File: config.mk
export PLATFORM = sky130hd
export DESIGN_NAME = gcsld_decode_flat
export DESIGN_NICKNAME = d
export VERILOG_FILES = /design/src/design/gcsld_pkg.sv /design/src/design/gcsld_out_if.sv /design/src/design/gcsld_decode.sv /design/src/flat_wrapper.sv
export SDC_FILE = /design/constraint.sdc
export NUM_CORES = 1
export LEC_CHECK = 0
export ABC_CLOCK_PERIOD_IN_PS = 2600
export BUFFER_PORTS_ARGS = -buffer_cell sky130_fd_sc_hd__buf_2
export CORE_ASPECT_RATIO = 1.2
export CORE_MARGIN = 10
export CORE_UTILIZATION = 57
export DETAILED_ROUTE_END_ITERATION = 10
export PLACE_DENSITY = 0.86
export SYNTH_ARGS = -nofsm -noshare
export SYNTH_HDL_FRONTEND = slang
export SYNTH_SLANG_ARGS = --single-unit
File: constraint.sdc
create_clock -name clk -period 2.6 [get_ports clk]
set_input_delay 0.52 -clock clk [delete_from_list [all_inputs] [get_ports clk]]
set_output_delay 0.52 -clock clk [all_outputs]
set_load 0.05 [all_outputs]
File: src/design/gcsld_pkg.sv
`default_nettype none
package gcsld_pkg;

	localparam int CAM_PIXELS_DEF  = 65536;
	localparam int PROJ_WIDTH_DEF  = 1024;
	localparam int PROJ_HEIGHT_DEF = 768;

	localparam int ADDR_W     = 16;
	localparam int PLANE_W    = 5;
	localparam int LEVEL_W    = 8;
	localparam int THR_W      = 9;
	localparam int COORD_W    = 10;
	// Widest Gray part: a projector side of up to 4096 pixels needs 13 bits.
	localparam int GRAY_MAX_W = 13;

	typedef struct packed {
		logic [ADDR_W-1:0]     pixel;
		logic [GRAY_MAX_W-1:0] col_gray;
		logic [GRAY_MAX_W-1:0] row_gray;
	} code_t;

endpackage
`default_nettype wire

File: src/design/gcsld_out_if.sv
`default_nettype none
interface gcsld_out_if;
	logic                          valid;
	logic                          ready;
	logic [gcsld_pkg::ADDR_W-1:0]  out_pixel;
	logic                          match_valid;
	logic [gcsld_pkg::COORD_W-1:0] proj_x;
	logic [gcsld_pkg::COORD_W-1:0] proj_y;

	modport source(output valid, out_pixel, match_valid, proj_x, proj_y, input ready);
	modport sink(input valid, out_pixel, match_valid, proj_x, proj_y, output ready);
endinterface
`default_nettype wire

File: src/design/gcsld_decode.sv
`default_nettype none
module gcsld_decode #(
	parameter int PROJ_WIDTH  = gcsld_pkg::PROJ_WIDTH_DEF,
	parameter int PROJ_HEIGHT = gcsld_pkg::PROJ_HEIGHT_DEF
) (
	input  wire logic         clk,
	input  wire logic         arst_n,
	input  wire logic         code_valid,
	output logic              code_ready,
	input  gcsld_pkg::code_t  code,
	gcsld_out_if.source       coords
);

	localparam int GW = gcsld_pkg::GRAY_MAX_W;

	function automatic logic [GW-1:0] gray_to_bin(input logic [GW-1:0] g);
		logic [GW-1:0] b;
		for (int i = 0; i < GW; i++) begin
			b[i] = ^(g >> i);
		end
		return b;
	endfunction

	logic [GW-1:0] bx;
	logic [GW-1:0] by;
	logic          hit;
	logic          out_valid_q;
	logic [15:0]   pixel_q;
	logic          match_q;
	logic [9:0]    x_q;
	logic [9:0]    y_q;

	assign bx  = gray_to_bin(code.col_gray);
	assign by  = gray_to_bin(code.row_gray);
	assign hit = (bx != '0) && (bx <= GW'(PROJ_WIDTH)) &&
	             (by != '0) && (by <= GW'(PROJ_HEIGHT));

	assign code_ready = !out_valid_q || coords.ready;

	always_ff @(posedge clk or negedge arst_n) begin
		if (!arst_n) begin
			out_valid_q <= 1'b0;
		end else if (code_ready) begin
			out_valid_q <= code_valid;
		end
	end

	always_ff @(posedge clk) begin
		if (code_ready && code_valid) begin
			pixel_q <= code.pixel;
			match_q <= hit;
			x_q     <= hit ? 10'(bx - GW'(1)) : '0;
			y_q     <= hit ? 10'(by - GW'(1)) : '0;
		end
	end

	assign coords.valid       = out_valid_q;
	assign coords.out_pixel   = pixel_q;
	assign coords.match_valid = match_q;
	assign coords.proj_x      = x_q;
	assign coords.proj_y      = y_q;

	a_invalid_zero: assert property (@(posedge clk) disable iff (!arst_n)
		out_valid_q && !match_q |-> x_q == '0 && y_q == '0)
		else $error("An invalid match carries a non-zero coordinate.");

endmodule
`default_nettype wire

File: src/flat_wrapper.sv
// flat-port wrapper written by rule: the top's interface ports become plain ports
module gcsld_decode_flat 
#(
	parameter int PROJ_WIDTH  = gcsld_pkg::PROJ_WIDTH_DEF,
	parameter int PROJ_HEIGHT = gcsld_pkg::PROJ_HEIGHT_DEF
)
  (clk, arst_n, code_valid, code_ready, code, coords_valid, coords_out_pixel, coords_match_valid, coords_proj_x, coords_proj_y, coords_ready);
  gcsld_out_if coords_i ();
  input  wire logic clk;
  input  wire logic arst_n;
  input  wire logic code_valid;
  output logic code_ready;
  input  gcsld_pkg::code_t code;
  output wire logic [$bits(coords_i.valid)-1:0] coords_valid;
  output wire logic [$bits(coords_i.out_pixel)-1:0] coords_out_pixel;
  output wire logic [$bits(coords_i.match_valid)-1:0] coords_match_valid;
  output wire logic [$bits(coords_i.proj_x)-1:0] coords_proj_x;
  output wire logic [$bits(coords_i.proj_y)-1:0] coords_proj_y;
  input wire logic [$bits(coords_i.ready)-1:0] coords_ready;
  assign coords_valid = coords_i.valid;
  assign coords_out_pixel = coords_i.out_pixel;
  assign coords_match_valid = coords_i.match_valid;
  assign coords_proj_x = coords_i.proj_x;
  assign coords_proj_y = coords_i.proj_y;
  assign coords_i.ready = coords_ready;
  gcsld_decode #(.PROJ_WIDTH(PROJ_WIDTH), .PROJ_HEIGHT(PROJ_HEIGHT)) u_core (.clk(clk), .arst_n(arst_n), .code_valid(code_valid), .code_ready(code_ready), .code(code), .coords(coords_i));
endmodule
==> metrics.md, run 1 <==
| Metric | Value |
|---|---|
| Status | finished with violations |
| Failing checks | negative setup slack |
| Antenna-violating nets left | 0 |
| Worst Hold Slack | about 0.39 ns |
| DRC viols | 0 |
| Worst Max-Slew Pin Slew | ~0.54 ns |
| Vias in the first global route | 2854 |
| Share of layout cells above drive strength 1 | 50.0% |
| Largest net degree at the start of global routing | 26 |
| Via count | 2721 |
| Post-synthesis sequential area ratio | 37.4% |
| Num CTS Buffers | 5 |
| Unrepaired setup endpoints after global routing | true |
| Final HPWL DP | roughly 6700 um |
| Die W | a little under 90 um |
| Post-Syn Instances | 277 |
| Asr flop ratio synth | 2.63% |
| First-pass GRT wire length | 13100 um |
| Final WS setup | -0.348 ns |
| Worst-Skew Late Latency | 0.30 ns |
| Critical Path Source Type | input pin |
| Initial antenna violation count | 0 |
| Max Clock Skew | 0.00399 ns |
| Tot GR Track Use | 18.9% |
| Maximum vdd ir drop | 0.376 mV |
| Final Hold Fails | 0 |
| CTS Buffer Depth | 2 |
| Drt wl/cell | ~19 um |
| Initial core utilization | 58.2% |
| Number of port buffers | 84 |
| Placed insts | 472 |
| Diode count | 0 |
| Critical Path Fanout Max | 10 |
| Fmax | approximately 340 MHz |
| Cell mode on critical path | xnor2_1 |
| Synth top area share | 36.5% |
| Leading area contributor after synthesis | edfxtp_1 |
| WP data required | 2.75 ns |
| Gr ovfl total | 0 |
| Routability cong. | 0.910 |
| Io pins | 85 |
| Clk sink count | 38 |
| Slew Limit Fails | 0 |
| Via/cell ratio | 5.60 |
| Seq cells post-synth | 38 |
| Final period utilization | 113% |
| Nets@finish | approximately 480 |
| Die ar. | 0.00867 mm^2 |
| H-Tree Depth | 2 |
| WP data arrival | slightly above 3 ns |
| Syn_nets | roughly 330 |
| Power per cell area | just over 600 mW/mm^2 |
| Top_reg_cell synth | edfxtp_1 |
| Final count of negative-setup-slack endpoints | 21 |
| Syn avg cell area | 11.0 um^2 |
| TritonCTS clock tree | done |
| Core area | 0.00523 mm^2 |
| Final wirelength | 9030 um |
| Drt first pass iters | 4 |
| Rel. slew slack | 63.8% |
| Syn. warnings | 0 |
| Initial DRC Count | roughly 120 |
| P_leak | 1.92 nW |
| # rows | 29 |
| Area grow syn2layout | 44.3% |
| Dpl ws | -0.700 ns |
| Die height | 100 um |
| CP max stage delay | 0.39 ns |
| Tmin final | about 3 ns |
| Post-synth EDFFs | 37 |
| Yosys cell types | 57 |
| Clock slew at reported path FFs | 0.08 ns |
| Top post-synthesis cells by area | edfxtp_1 37%, xnor2_1 11%, xnor3_1 4.4%, xor2_1 4.3%, nor3_1 3.1% |
| Setup crit end kind | register |
| Max-cap violations | 0 |
| CTS root buf | clkbuf_8 |
| Critical path class | in2reg |
| # fillers | approximately 280 |
| Cell Chain, Critical Path | buf_8, buf_4, xnor3_1, xnor2_2, xnor2_1, xnor2_1, ha_2, and3_4, and2_4, a31oi_4, a211o_4, clkbuf_16, nor3_2 |
| Syn Std Cell Area | 0.00304 mm^2 |
| Final Non-Filler Cells | 486 |
| CP max-delay cell | xnor3_1 |
| Hold Path Class | in2reg |
-- sequential cells by signal, summed over array words and instances, names as in the netlist --
signal / count
u_core.coords.match_valid: 1
u_core.coords.out_pixel: 16
u_core.coords.proj_x: 10
u_core.coords.proj_y: 10
u_core.coords.valid: 1
-- per-stage QoR --
step | total power [W] | setup TNS, ns | util [%] | cell area [um^2]
2_1_floorplan | 0.00167 | -15.09 | - | 3170
3_3_place_gp | 0.00209 | -11.52 | 77.8 | 4070
3_5_place_dp | 0.00214 | -13.40 | 77.8 | 4070
4_1_cts | 0.00257 | -5.74 | 80.7 | 4220
5_1_grt | 0.00280 | -8.66 | 84.0 | 4390
6_report | 0.00268 | -6.39 | 84.0 | 4390
-- cell type report --
cell class                      instances  area (um^2)  share of cell area [%]
Clock inverter                          3         16.3                   0.371
Clock buffer                            5         68.8                    1.57
Multi-Input combinational cell        215         1990                    45.4
Timing Repair Buffer                  156         1070                    24.3
Inverter                                7         31.3                   0.713
Sequential cell                        38         1140                    25.9
Tap cell                               62         77.6                    1.77
-- metal layers --
layer  global-route usage [%]  vias to the layer above  share of wire (%)
met2                     36.4                      122                 56
li1                         -                     1290                  -
met1                     18.1                     1291                 35
met3                     3.73                       18                5.9
met4                     9.61                        0                2.7
met5                        0                        -                  0
-- worst max-delay path: cells and delay by family --
family,cells,cell delay (ns)
xor+xnor,4,0.99
simple gates,3,0.52
buf+inv,3,0.42
compound gates,2,0.40
fa+ha+maj,1,0.23
-- report_power, final --
group | total, W | internal, W | leakage, nW | switching, W
clock network | 0.000404 | 0.000184 | 0.0416 | 0.000221
registers | 0.000720 | 0.000709 | 0.374 | 0.0000102
logic | 0.00155 | 0.000743 | 1.50 | 0.000809
-- cells in the final DEF (no fill, tap or decap), types with 4 or more instances in the layout --
| cell type | Yosys | final |
|---|---|---|
| a21oi_1 | 5 | 5 |
| buf_2 | 4 | 81 |
| buf_4 | 2 | 66 |
| clkbuf_8 | 0 | 5 |
| edfxtp_1 | 37 | 37 |
| inv_1 | 7 | 5 |
| mux2i_1 | 7 | 6 |
| nand2_1 | 12 | 11 |
| nand2b_1 | 7 | 7 |
| nand3_1 | 14 | 14 |
| nor2_1 | 12 | 12 |
| nor3_1 | 19 | 5 |
| nor3_2 | 1 | 9 |
| nor3_4 | 0 | 6 |
| nor3b_1 | 5 | 5 |
| o21ai_0 | 8 | 8 |
| o22ai_1 | 4 | 4 |
| xnor2_1 | 38 | 36 |
| xnor3_1 | 6 | 6 |
| xor2_1 | 15 | 14 |
-- cells in the mapped netlist (all sizes together) (2+ instances only) --
| cell type | number |
|---|---|
| a21oi | 5 |
| nor3 | 20 |
| nand2 | 13 |
| nor2 | 12 |
| and3 | 5 |
| or3 | 3 |
| mux2 | 2 |
| nor2b | 2 |
| mux2i | 7 |
| nand2b | 7 |
| and2 | 3 |
| ha | 6 |
| xor3 | 5 |
| or2 | 4 |
| xor2 | 17 |
| a211oi | 2 |
| o22ai | 5 |
| edfxtp | 37 |
| a31oi | 3 |
| inv | 7 |
| nand3 | 14 |
| nor3b | 9 |
| clkbuf | 9 |
| o21ai | 8 |
| xnor2 | 40 |
| buf | 8 |
| xnor3 | 8 |
-- what timing repair did --
action	4_1_cts	5_1_grt
gates cloned	0	3
endpoints found under the hold margin	1	0
pin swaps	6	10
hold buffers	1	0
setup buffers	1	1
endpoints found under the setup margin	21	21
gates resized for setup	12	14
-- worst paths after layout --
path / start / to / slack (ns) / depth (start not counted)
hold / removal: code[32] / u_core.coords.out_pixel[6] / 0.39 / 1
max in group asynchronous: arst_n / u_core.coords.valid / 1.95 / 2
min in group asynchronous: arst_n / u_core.coords.valid / 0.56 / 2
setup / recovery: code[12] / u_core.coords.proj_y[6] / -0.35 / 13
setup reg to reg: u_core.coords.valid / u_core.coords.proj_x[5] / 1.22 / 3
hold reg to reg: u_core.coords.valid / u_core.coords.valid / 0.67 / 2
-- kinds of logic (layout without fill, tap and decap cells) --
logic type | Yosys count | in the layout | share of synthesized area (%)
AO/OA/AOI/OAI | 33 | 33 | 7.53
AND/OR/NAND/NOR | 97 | 97 | 18.2
buffers and inverters | 24 | 171 | 3.95
flip-flops | 38 | 38 | 37.4
XOR/XNOR | 70 | 70 | 27.4
multiplexers | 9 | 9 | 3.05
adder cells (fa/ha/maj) | 6 | 6 | 2.47
Note: power is estimated with default switching activity, not from simulation.
==> run 2: changes to the inputs <==
--- a/config.mk
+++ b/config.mk
@@ -5,13 +5,13 @@
 export SDC_FILE = /design/constraint.sdc
 export NUM_CORES = 1
 export LEC_CHECK = 0
-export ABC_CLOCK_PERIOD_IN_PS = 2600
+export ABC_CLOCK_PERIOD_IN_PS = 2400
 export BUFFER_PORTS_ARGS = -buffer_cell sky130_fd_sc_hd__buf_2
 export CORE_ASPECT_RATIO = 1.2
 export CORE_MARGIN = 10
-export CORE_UTILIZATION = 57
+export CORE_UTILIZATION = 48
 export DETAILED_ROUTE_END_ITERATION = 10
-export PLACE_DENSITY = 0.86
+export PLACE_DENSITY = 0.77
 export SYNTH_ARGS = -nofsm -noshare
 export SYNTH_HDL_FRONTEND = slang
 export SYNTH_SLANG_ARGS = --single-unit
==> constraint.sdc (replaced) <==
create_clock -name clk -period 2.4 [get_ports clk]
set_input_delay 0.48 -clock clk [delete_from_list [all_inputs] [get_ports clk]]
set_output_delay 0.48 -clock clk [all_outputs]
set_load 0.05 [all_outputs]
==> run 2 against run 1 <==
The flow still finishes with violations (negative setup slack). Sequential share of layout area decreased by 0.059 points. Largest cell class unchanged. Flip-flop and latch count unchanged. Critical path type unchanged. Critical path depth decreased by 1. Cell count increased by 6.0%.
==> metrics.md, run 2 (synthesized netlist as in run 1, its figures left out) <==
| Metric | Value |
|---|---|
| DRC viols | 0 |
| Worst hold stages | 1 |
| FF-to-FF path depth | 3 |
| WP data required | about 2.5 ns |
| Number of port buffers | 84 |
| Tmin final | 2.87 ns |
| Io pins | 85 |
| Final HPWL DP | 6350 um |
| WP data arrival | ~3 ns |
| Failing checks | negative setup slack |
| Maximum vdd ir drop | ~0.5 mV |
| Max Clock Skew | 0.00714 ns |
| Fmax | about 350 MHz |
| Slew Limit Fails | 0 |
| Drt wl/cell | between 10 and 15 um |
| Vias in the first global route | 2760 |
| Power per cell area | 656 mW/mm^2 |
| H-Tree Depth | 2 |
| Worst Max-Slew Pin Slew | 0.437 ns |
| Die height | roughly 110 um |
| GRT met3 Usage | 3.28% |
| Initial DRC Count | roughly 120 |
| Largest net degree at the start of global routing | 38 |
| Core area | 0.00609 mm^2 |
| CTS Buffer Depth | 2 |
| Placed insts | 502 |
| Status | finished with violations |
| Final WS setup | -0.469 ns |
| Dpl ws | -0.812 ns |
| Die W | 92.7 um |
| Share of layout cells above drive strength 1 | 51.3% |
| Hold endpoint | u_core.coords.out_pixel[1] |
| Hold Path Class | in2reg |
| Most heavily used metal layer in global routing | met2 |
| Routability cong. | between 0.8 and 0.9 |
| CP max stage delay | 0.45 ns |
| Final wirelength | 7710 um |
| Initial core utilization | 49.9% |
| Final period utilization | 120% |
| Worst-Skew Late Latency | roughly 0.28 ns |
| Antenna-violating nets left | 0 |
| Final Hold Fails | 0 |
| # rows | 31 |
| CTS root buf | clkbuf_8 |
| Critical Path Source Type | input pin |
| First-pass GRT wire length | 12500 um |
| Final Non-Filler Cells | between 500 and 600 |
| Critical Path Fanout Max | 21 |
| Reg2reg end | u_core.coords.out_pixel[7] |
| Clock slew at reported path FFs | about 0.07 ns |
| R2r setup slk | 0.99 ns |
| Die ar. | 0.00993 mm^2 |
| Nets@finish | 484 |
| Worst r2r src | u_core.coords.valid |
| Clk sink count | 38 |
| Initial antenna violation count | 0 |
| Leading cell types in the layout, fill and taps excluded | 83 x buf_2, 76 x buf_4, 37 x edfxtp_1 |
| Diode count | 0 |
| Final count of negative-setup-slack endpoints | 21 |
| Via count | 2660 |
| Setup crit end kind | register |
| TritonCTS clock tree | done |
| Max-cap violations | 0 |
| Num CTS Buffers | 5 |
| Final setup TNS | -8.97 ns |
| P_leak | ~1.9 nW |
| CP max-delay cell | xnor3_2 |
| Area grow syn2layout | 44.7% |
| Gr ovfl total | 0 |
| Largest register FFs | 16 |
| Unrepaired setup endpoints after global routing | true |
| Met1 usage in global routing | 15.7% |
| Critical path class | in2reg |
| Crit-path leading delay family | XOR/XNOR gates |
| Rel. slew slack | 70.9% |
| CP bufs+invs | 2 |
| Tot GR Track Use | 15.0% |
| Min-delay src | code[27] |
| Via/cell ratio | slightly above 5 |
| Met2 GRT Util | 28.8% |
| Drt first pass iters | 4 |
| Most common library cell in the layout ignoring fill and taps | buf_2 |
| Cell Chain, Critical Path | buf_6, xor3_2, xnor3_2, xnor2_2, xnor2_1, ha_2, and3_4, and2_4, a31oi_1, a211o_1, buf_12, nor3_2 |
==> run 2: cell types whose count changed in the layout (fill, tap and decap cells not counted), sizes merged <==
cell    change
clkinv      -1
buf        +12
clkbuf      -2
==> run 2: worst max path at each step <==
stage,from,endpoint,depth (start not counted)
final,code[7],u_core.coords.proj_x[9],12
after detailed placement,code[7],u_core.coords.proj_x[5],12
after global placement,code[7],u_core.coords.proj_y[2],12
after CTS,code[7],u_core.coords.proj_x[5],12
after floorplan,code[8],u_core.coords.proj_y[2],12
after global routing,code[7],u_core.coords.proj_y[5],12
==> run 2: repair_timing <==
action                                 4_1_cts  5_1_grt
hold buffers                                 1        0
pin swaps                                    1        8
setup endpoints to repair                   21       21
endpoints found under the hold margin        1        0
resized for setup                            5       13
setup buffers                                1        3
==> run 2: area by class of cell <==
type                    instances  area (um^2)
multi-input cells             215         1960
fillers                       442         1690
flip-flops and latches         38         1140
repair buffers                165         1080
well taps                      82          103
clock buffers                   6         82.6
inverters                       7         26.3
clock inverters                 2         12.5
==> run 2: worst register-to-register path, stage by stage (launching register included) <==
cell	delay, ns
dfrtp_1	0.39
nand2b_1	0.13
and2_2	0.15
buf_4	0.38
==> run 2: report_power, final <==
| group | switching (W) | internal [W] | total, W |
|---|---|---|---|
| clock network | 0.000207 | 0.000231 | 0.000437 |
| logic | 0.000828 | 0.000842 | 0.00167 |
| registers | 0.00000904 | 0.000769 | 0.000778 |
| total | 0.00104 | 0.00184 | 0.00289 |
==> run 2: routing by layer <==
metal	share of wire (%)	vias up
li1	-	1301
met1	35	1251
met2	56	95
met3	6.8	13
met4	2.1	0
met5	0	-
==> run 2: metrics by stage <==
stage | util [%] | instance area, um^2 | power, W | hold slack (ns)
finish | 72.2 | 4400 | 0.00289 | 0.369
global route | 72.2 | 4400 | 0.00306 | 0.360
CTS | 70.8 | 4310 | 0.00281 | 0.363
detailed placement | 68.6 | 4180 | 0.00235 | 0.261
global placement | 68.6 | 4180 | 0.00231 | 0.255
floorplan | - | 3180 | 0.00181 | 0.184
==> run 3: changes to the inputs <==
--- a/config.mk
+++ b/config.mk
@@ -11,6 +11,7 @@
 export CORE_MARGIN = 10
 export CORE_UTILIZATION = 48
 export DETAILED_ROUTE_END_ITERATION = 10
+export GPL_TIMING_DRIVEN = 0
 export PLACE_DENSITY = 0.77
 export SYNTH_ARGS = -nofsm -noshare
 export SYNTH_HDL_FRONTEND = slang
==> run 3 against run 2 <==
The flow still finishes with violations (negative setup slack). Via count decreased by 7.1%. First-iteration DRC count fell by 9.3%. Fmax down 4.4%. Die area unchanged. Design area decreased by 5.4%. Critical endpoint is now u_core.coords.proj_y[5].
==> metrics.md, run 3 (synthesized netlist as in run 1, its figures left out) <==
| Metric | Value |
|---|---|
| Max Clock Skew | 0.00407 ns |
| Rel. slew slack | 46.4% |
| Power per cell area | 676 mW/mm^2 |
| Final Hold Fails | 0 |
| Critical Path Fanout Max | 5 |
| Via/cell ratio | 5.29 |
| Slew Limit Fails | 0 |
| Num CTS Buffers | 5 |
| Fmax | about 330 MHz |
| Number of port buffers | 73 |
| Final count of negative-setup-slack endpoints | 21 |
| Unrepaired setup endpoints after global routing | true |
| Dpl cell area | 0.00364 mm^2 |
| Final WS setup | -0.601 ns |
| Tot GR Track Use | a little over an eighth |
| TritonCTS clock tree | done |
| H-Tree Depth | 2 |
| Max-cap violations | 0 |
| Die W | approximately 90 um |
| Largest net degree at the start of global routing | 38 |
| Diode count | 0 |
| Core area | ~0.006 mm^2 |
| Clk sink count | 38 |
| Largest register FFs | 16 |
| Hold Path Class | in2reg |
| Share of layout cells above drive strength 1 | between 40% and 50% |
| Critical Path Source Type | input pin |
| Tmin final | 3.00 ns |
| First-pass GRT wire length | between 10000 and 15000 um |
| Antenna-violating nets left | 0 |
| Leading cell types in the layout, fill and taps excluded | 74 x buf_2, 37 x edfxtp_1, 35 x xnor2_1 |
| Drt wl/cell | 15.7 um |
| Io pins | 85 |
| Via count | 2472 |
| Status | finished with violations |
| Final Util | between 60% and 70% |
| Most common library cell in the layout ignoring fill and taps | buf_2 |
| # rows | 31 |
| CTS Buffer Depth | 2 |
| Nets@finish | 436 |
| Setup crit end kind | register |
| Routability cong. | 0.841 |
| Final HPWL DP | 5320 um |
| WP data arrival | roughly 3.1 ns |
| WP data required | 2.53 ns |
| Placed insts | 432 |
| Final Non-Filler Cells | around 470 |
| Failing checks | negative setup slack |
| Critical path class | in2reg |
| Post-route cell area | about 0.0042 mm^2 |
| Initial DRC Count | 107 |
| Area grow syn2layout | 36.8% |
| Final wirelength | 7330 um |
| Final setup TNS | -11.61 ns |
| Die height | 107 um |
| Die ar. | 0.00993 mm^2 |
| Worst Max-Slew Pin Slew | 0.803 ns |
| Final period utilization | 125% |
| Initial core utilization | 49.9% |
| Initial antenna violation count | 0 |
| Final Total Pwr | 0.00281 W |
| Gr ovfl total | 0 |
| CTS root buf | clkbuf_8 |
| DRC viols | 0 |
| Vias in the first global route | 2447 |
| Worst-Skew Late Latency | 0.28 ns |
| P_leak | 1.72 nW |
| Clock slew at reported path FFs | ~0.07 ns |
| Maximum vdd ir drop | 0.370 mV |
| Drt first pass iters | 4 |
==> run 3: cell count changes in the layout (fill, tap and decap cells not counted), moves of 2 or more <==
| cell | before | now |
|---|---|---|
| nor2_1 | 12 | 10 |
| nor2_2 | 0 | 2 |
| mux2i_4 | 2 | 0 |
| inv_2 | 2 | 0 |
| mux2i_1 | 5 | 7 |
| clkbuf_2 | 0 | 6 |
| clkbuf_1 | 0 | 3 |
| buf_4 | 76 | 23 |
| buf_2 | 83 | 74 |
| buf_6 | 2 | 7 |
==> run 3: metal layers <==
layer / wire, um / track usage (%) / share of wire [%] / vias up
met5: 0 / 0 / 0 / -
met4: 161 / 4.30 / 2.2 / 0
met3: 434 / 3.49 / 5.9 / 15
met2: 3930 / 24.9 / 54 / 86
met1: 2800 / 15.2 / 38 / 1157
li1: - / - / - / 1214
==> run 3: layout make-up <==
class	count	area (um^2)
Buffer	17	170
Clock buffer	7	76.3
Clock inverter	1	30.0
Fill cell	474	1930
Inverter	7	33.8
Multi-Input combinational cell	215	2010
Sequential cell	38	1140
Tap cell	82	103
Timing Repair Buffer	100	601
==> run 3: path summary, 6_finish.rpt <==
check | start | end | slack, ns | depth (start not counted)
worst max-delay path | code[11] | u_core.coords.proj_y[5] | -0.60 | 14
worst min-delay path | code[38] | u_core.coords.out_pixel[12] | 0.37 | 1
worst max register to register | u_core.coords.valid | u_core.coords.proj_x[3] | 0.85 | 2
worst min register to register | u_core.coords.valid | u_core.coords.valid | 0.53 | 2
max in group asynchronous | arst_n | u_core.coords.valid | 1.82 | 2
min in group asynchronous | arst_n | u_core.coords.valid | 0.49 | 2
==> run 3: report_power, final <==
| group | internal (W) | switching (W) |
|---|---|---|
| sequential | 0.000769 | 0.00000791 |
| clock | 0.000311 | 0.000200 |
| combinational | 0.000720 | 0.000803 |
==> run 3: worst max-delay path, cell delays in order <==
cell	delay, ns
buf_12	0.10
inv_4	0.05
ha_4	0.21
xnor2_4	0.16
xnor3_2	0.52
xnor2_4	0.17
xnor2_1	0.15
ha_2	0.19
and3_4	0.15
nand3_1	0.15
o22ai_2	0.09
a211o_4	0.39
buf_6	0.15
nor3b_2	0.15
==> run 3: through the flow <==
step                hold slack (ns)  setup WS [ns]
detailed placement            0.257          -1.27
floorplan                     0.184         -0.913
CTS                           0.362         -0.638
global placement              0.255          -1.24
global route                  0.353         -0.652
finish                        0.371         -0.601
==> run 3: repair_timing <==
action                     in CTS  in global routing
setup buffers                  16                  8
hold buffers                    1                  0
setup endpoints to repair      21                 21
gates resized for setup        29                 25
pin swaps                      31                 11
hold endpoints to repair        1                  0
cloned                          2                  0
